File: src/design/iptl_pkg.sv
// shared types and constants for the inverted page table
package iptl_pkg;

    localparam int PID_IN_W     = 16;
    localparam int PAGE_IN_W    = 20;
    localparam int OFFSET_W     = 16;
    localparam int PHYS_W       = 22;
    localparam int FRAME_IDX_W  = 6;
    localparam int CFG_W        = 17;
    localparam int STAMP_W      = 32;
    localparam int RANK_W       = 2;
    localparam int KEY_W        = RANK_W + STAMP_W;

    localparam logic [CFG_W-1:0]   FRAME_SIZE_RESET = 17'd4096;
    localparam logic [STAMP_W-1:0] STAMP_MAX        = {STAMP_W{1'b1}};

    // search ranks, lowest wins
    localparam logic [RANK_W-1:0] RANK_MATCH = 2'd0;
    localparam logic [RANK_W-1:0] RANK_EMPTY = 2'd1;
    localparam logic [RANK_W-1:0] RANK_OLD   = 2'd2;
    localparam logic [RANK_W-1:0] RANK_PAD   = 2'd3;

    typedef struct packed {
        logic [PID_IN_W-1:0]  proc_id;
        logic [PAGE_IN_W-1:0] page_num;
        logic [OFFSET_W-1:0]  page_offset;
    } t_req;

    typedef struct packed {
        logic [PHYS_W-1:0]      phys_addr;
        logic [FRAME_IDX_W-1:0] frame_idx;
        logic                   was_hit;
        logic                   offset_bad;
    } t_rsp;

    typedef struct packed {
        logic load;
        logic commit;
    } t_cmd;

    typedef struct packed {
        logic out_busy;
    } t_sts;

endpackage

File: src/design/iptl_ctrl.sv
// request sequencer: accept, wait for the search tree, commit
module iptl_ctrl #(
    parameter int NUM_FRAMES = 64
) (
    input  logic           i_clk,
    input  logic           i_rst_n,
    input  logic           i_in_valid,
    output logic           o_in_ready,
    input  iptl_pkg::t_sts i_sts,
    output iptl_pkg::t_cmd o_cmd
);
    import iptl_pkg::*;

    localparam int IDX_W  = $clog2(NUM_FRAMES);
    localparam int STAGES = (IDX_W + 1) / 2;
    localparam int CNT_W  = $clog2(STAGES + 1);

    localparam logic [1:0] S_IDLE   = 2'd0;
    localparam logic [1:0] S_SEARCH = 2'd1;
    localparam logic [1:0] S_UPDATE = 2'd2;

    logic [1:0]       r_state;
    logic [1:0]       n_state;
    logic [CNT_W-1:0] r_cnt;
    logic [CNT_W-1:0] n_cnt;

    always_comb begin
        n_state      = r_state;
        n_cnt        = r_cnt;
        o_in_ready   = 1'b0;
        o_cmd.load   = 1'b0;
        o_cmd.commit = 1'b0;
        case (r_state)
            S_IDLE: begin
                o_in_ready = 1'b1;
                if (i_in_valid) begin
                    o_cmd.load = 1'b1;
                    n_cnt      = '0;
                    n_state    = S_SEARCH;
                end
            end
            S_SEARCH: begin
                if (r_cnt == CNT_W'(STAGES - 1)) begin
                    n_state = S_UPDATE;
                end else begin
                    n_cnt = r_cnt + 1'b1;
                end
            end
            S_UPDATE: begin
                if (!i_sts.out_busy) begin
                    o_cmd.commit = 1'b1;
                    n_state      = S_IDLE;
                end
            end
            default: begin
                n_state = S_IDLE;
            end
        endcase
    end

    always_ff @(posedge i_clk) begin
        if (!i_rst_n) begin
            r_state <= S_IDLE;
            r_cnt   <= '0;
        end else begin
            r_state <= n_state;
            r_cnt   <= n_cnt;
        end
    end

endmodule

File: config.mk
export PLATFORM = sky130hd
export DESIGN_NAME = iptl_ctrl
export DESIGN_NICKNAME = d
export VERILOG_FILES = /design/src/design/iptl_pkg.sv /design/src/design/iptl_ctrl.sv
export SDC_FILE = /design/constraint.sdc
export NUM_CORES = 1
export LEC_CHECK = 0
export ABC_CLOCK_PERIOD_IN_PS = 1700
export BUFFER_PORTS_ARGS = -buffer_cell sky130_fd_sc_hd__buf_2
export CAP_MARGIN = 20
export CORE_AREA = 8 8 45 47
export DETAILED_ROUTE_END_ITERATION = 10
export DIE_AREA = 0 0 53 55
export GPL_ROUTABILITY_DRIVEN = 0
export PLACE_DENSITY = 0.38
export SLEW_MARGIN = 20
export SYNTH_ARGS = -nofsm -noshare
export SYNTH_HDL_FRONTEND = slang
export SYNTH_SLANG_ARGS = --single-unit
File: constraint.sdc
create_clock -name i_clk -period 1.7 [get_ports i_clk]
set_clock_uncertainty 0.1 [all_clocks]
set_input_delay 0.17 -clock i_clk [delete_from_list [all_inputs] [get_ports i_clk]]
set_output_delay 0.17 -clock i_clk [all_outputs]
set_load 0.02 [all_outputs]
==> results.md <==
* CTS tree: built
* P_leak at 0.1156 nW
* Vias at 217
* CP max-delay cell: dfxtp_1
* Register area share after synthesis at 0.3556
* IO Pins at 7
* Drt pass-1 iters at 2
* Fmax at 0.7110 GHz
* Horiz. Die Dim at 53 µm
* Outcome: completed
* Bufs on Longest Clock Path at 2
* Critical Path AT at 1.14 ns
* Antenna Cells at 0
* WHS Path Cells at 3
* FF-to-FF Start: r_cnt[0]
* Hold Path Sink: r_state[1]
* VDD IR max at 0.0003889 V
* Worst Tran Pin Value at 0.3221 ns
* Highest cell delay on the worst timing path at 0.50 ns
* Multi-input combinational cell area at 126.4 µm²
* Crit path launch: r_state[0]
* YS warnings at 0
* Final Slew Violations at 0
* CP Launch Type: register
* Post-cts resize count at 0
* TritonCTS Sinks at 4
* Flop2flop setup slack at 0.44 ns
* Hold path start: i_sts
* Setup violators final at 0
* Drt drc at 0
* Req. time, crit path at 1.43 ns
* Combined area of all synthesized cells at 225.2 µm²
* Unrepaired setup endpoints after global routing: no
* Maxcap violations at 0
* Worst Hold Class: in -> reg
* Die Y at 55 µm
* Worst-path cell chain: nor2_1 -> and2_1 -> buf_2
* WS Path Type: reg -> out
* CTS Root Cell: clkbuf_4
* Vias in the first global route at 185
* Avg Cell Area, Syn at 8.341 µm²
* Initial antenna violation count at 0
* P&R area growth vs syn at 28.89%
* Gr usage total at 0.04424
* Cells after Synth at 27
* Fillers at 163
* Share of cells above drive strength 1 at 0.2857
* Starting Density at 0.1627
* Total gr overflow at 0
* Net Count, Synth at 32
* Crit-path max FO at 10
* Seq cells post-synth at 4
* Clk pin slew, worst setup/hold paths at 0.04 ns
* Period utilization at 0.8273
* First-pass GRT wire length at 807 µm
* ANT nets after route at 0
* Cell variety after synth at 16
* Avg WL per Cell at 10.31 µm
* CTS Buf Count at 3
* Largest net degree at the start of global routing at 11
* Worst r2r dst: r_cnt[0]
* Core box area at 1384 µm²
* Relative slew slack at 0.7850
* Post-Place Cells at 48
* Post-CTS setup buffers at 0
* CTS Hold Bufs at 0
* Hold WS at 0.1088 ns
* Final TNS setup at 0 ns
* CP Capture Type: output pin
* Vias per cell at 4.255
* Minimum clock period at 1.406 ns
* Nets at 42
* Layout Cells excl Fill at 51
* Cell Rows at 14
* Final Hold Vio Count at 0
* Total wire length at 526 µm
* Pwr Density at 916.1 nW/µm²
* R2R cell count at 5
* 1st-iter DRT viols at 3
* # port buffers at 6
* Area of the die at 2915 µm²
* H-Tree Depth at 1
* Clk_lat worst skew at 0.25 ns
* Sequential Area at 80.08 µm²
[logic make-up after synthesis]
family                   Yosys count  share of synthesized area
AO/OA/AOI/OAI                      5                     0.1333
adder cells (fa/ha/maj)            1                    0.05555
buffers and inverters              4                    0.08334
flip-flops                         4                     0.3556
multiplexers                       1                    0.04445
AND/OR/NAND/NOR                   12                     0.3278
[critical path, delay by kind of cell (launching register included)]
kind / cells / cell delay, ns
buffers and inverters: 1 / 0.15
DFF: 1 / 0.50
and+or+nand+nor: 2 / 0.24
[sequential cells by signal, indices dropped and copies added (netlist names)]
register  count
r_cnt         2
r_state       2
[report_power, final]
| part | internal, mW | switching, mW |
|---|---|---|
| Combinational | 0.0163 | 0.0181 |
| Clock | 0.0793 | 0.0448 |
| Sequential | 0.0993 | 0.00801 |
| Total | 0.195 | 0.0710 |
[metrics by stage]
stage                     utilization  power, mW  cell area, µm²  worst slack [ns]
after global placement         0.1935     0.1427           267.8            0.4753
after global routing           0.2098     0.2825           290.3            0.2186
after floorplan                     -     0.1335           225.2            0.3972
after detailed placement       0.1935     0.1436           267.8            0.4190
final                          0.2098     0.2659           290.3            0.2936
after CTS                      0.2098     0.2709           290.3            0.2957
[cells in the final DEF (no fill, tap or decap)]
master    Yosys  layout
buf_2         0       6
dfxtp_1       4       4
inv_1         3       3
clkbuf_4      0       3
nor2_1        2       2
nand2_1       2       2
nand3_1       2       2
a31oi_1       2       2
a21oi_1       2       2
nand3b_1      2       2
and2_1        1       1
nor3b_1       1       1
o21bai_1      1       1
mux2i_1       1       1
nor3_1        1       1
nor4b_2       1       1
ha_1          1       1
[synthesized netlist by cell type]
cell type  instances  share of area
a21oi_1            2          0.044
a31oi_1            2          0.056
and2_1             1          0.028
buf_4              1          0.033
dfxtp_1            4           0.36
ha_1               1          0.056
inv_1              3          0.050
mux2i_1            1          0.044
nand2_1            2          0.033
nand3_1            2          0.044
nand3b_1           2          0.067
nor2_1             2          0.033
nor3_1             1          0.022
nor3b_1            1          0.033
nor4b_2            1          0.067
o21bai_1           1          0.033
[area by class of cell]
class | count | share of cell area
repair buffers | 6 | 0.1034
inverters | 3 | 0.03879
multi-input cells | 19 | 0.4353
well taps | 16 | 0.06897
clock buffers | 3 | 0.07759
flip-flops and latches | 4 | 0.2759
[how the worst max path moves through the flow]
| stage | to | slack, ns | cells after the start |
|---|---|---|---|
| 6_report | o_cmd[1] | 0.29 | 3 |
| 5_1_grt | o_cmd[0] | 0.22 | 2 |
| 4_1_cts | o_cmd[1] | 0.30 | 3 |
| 3_5_place_dp | r_cnt[0] | 0.42 | 5 |
| 3_3_place_gp | r_cnt[0] | 0.48 | 5 |
| 2_1_floorplan | o_cmd[1] | 0.40 | 3 |
[per-layer routing]
metal	share of wire	track usage
met1	0.41	0.03642
met2	0.40	0.05469
met3	0.13	0.04545
met4	0.051	0.05172
met5	0	0
No activity file was read; power rests on OpenSTA's default activity.
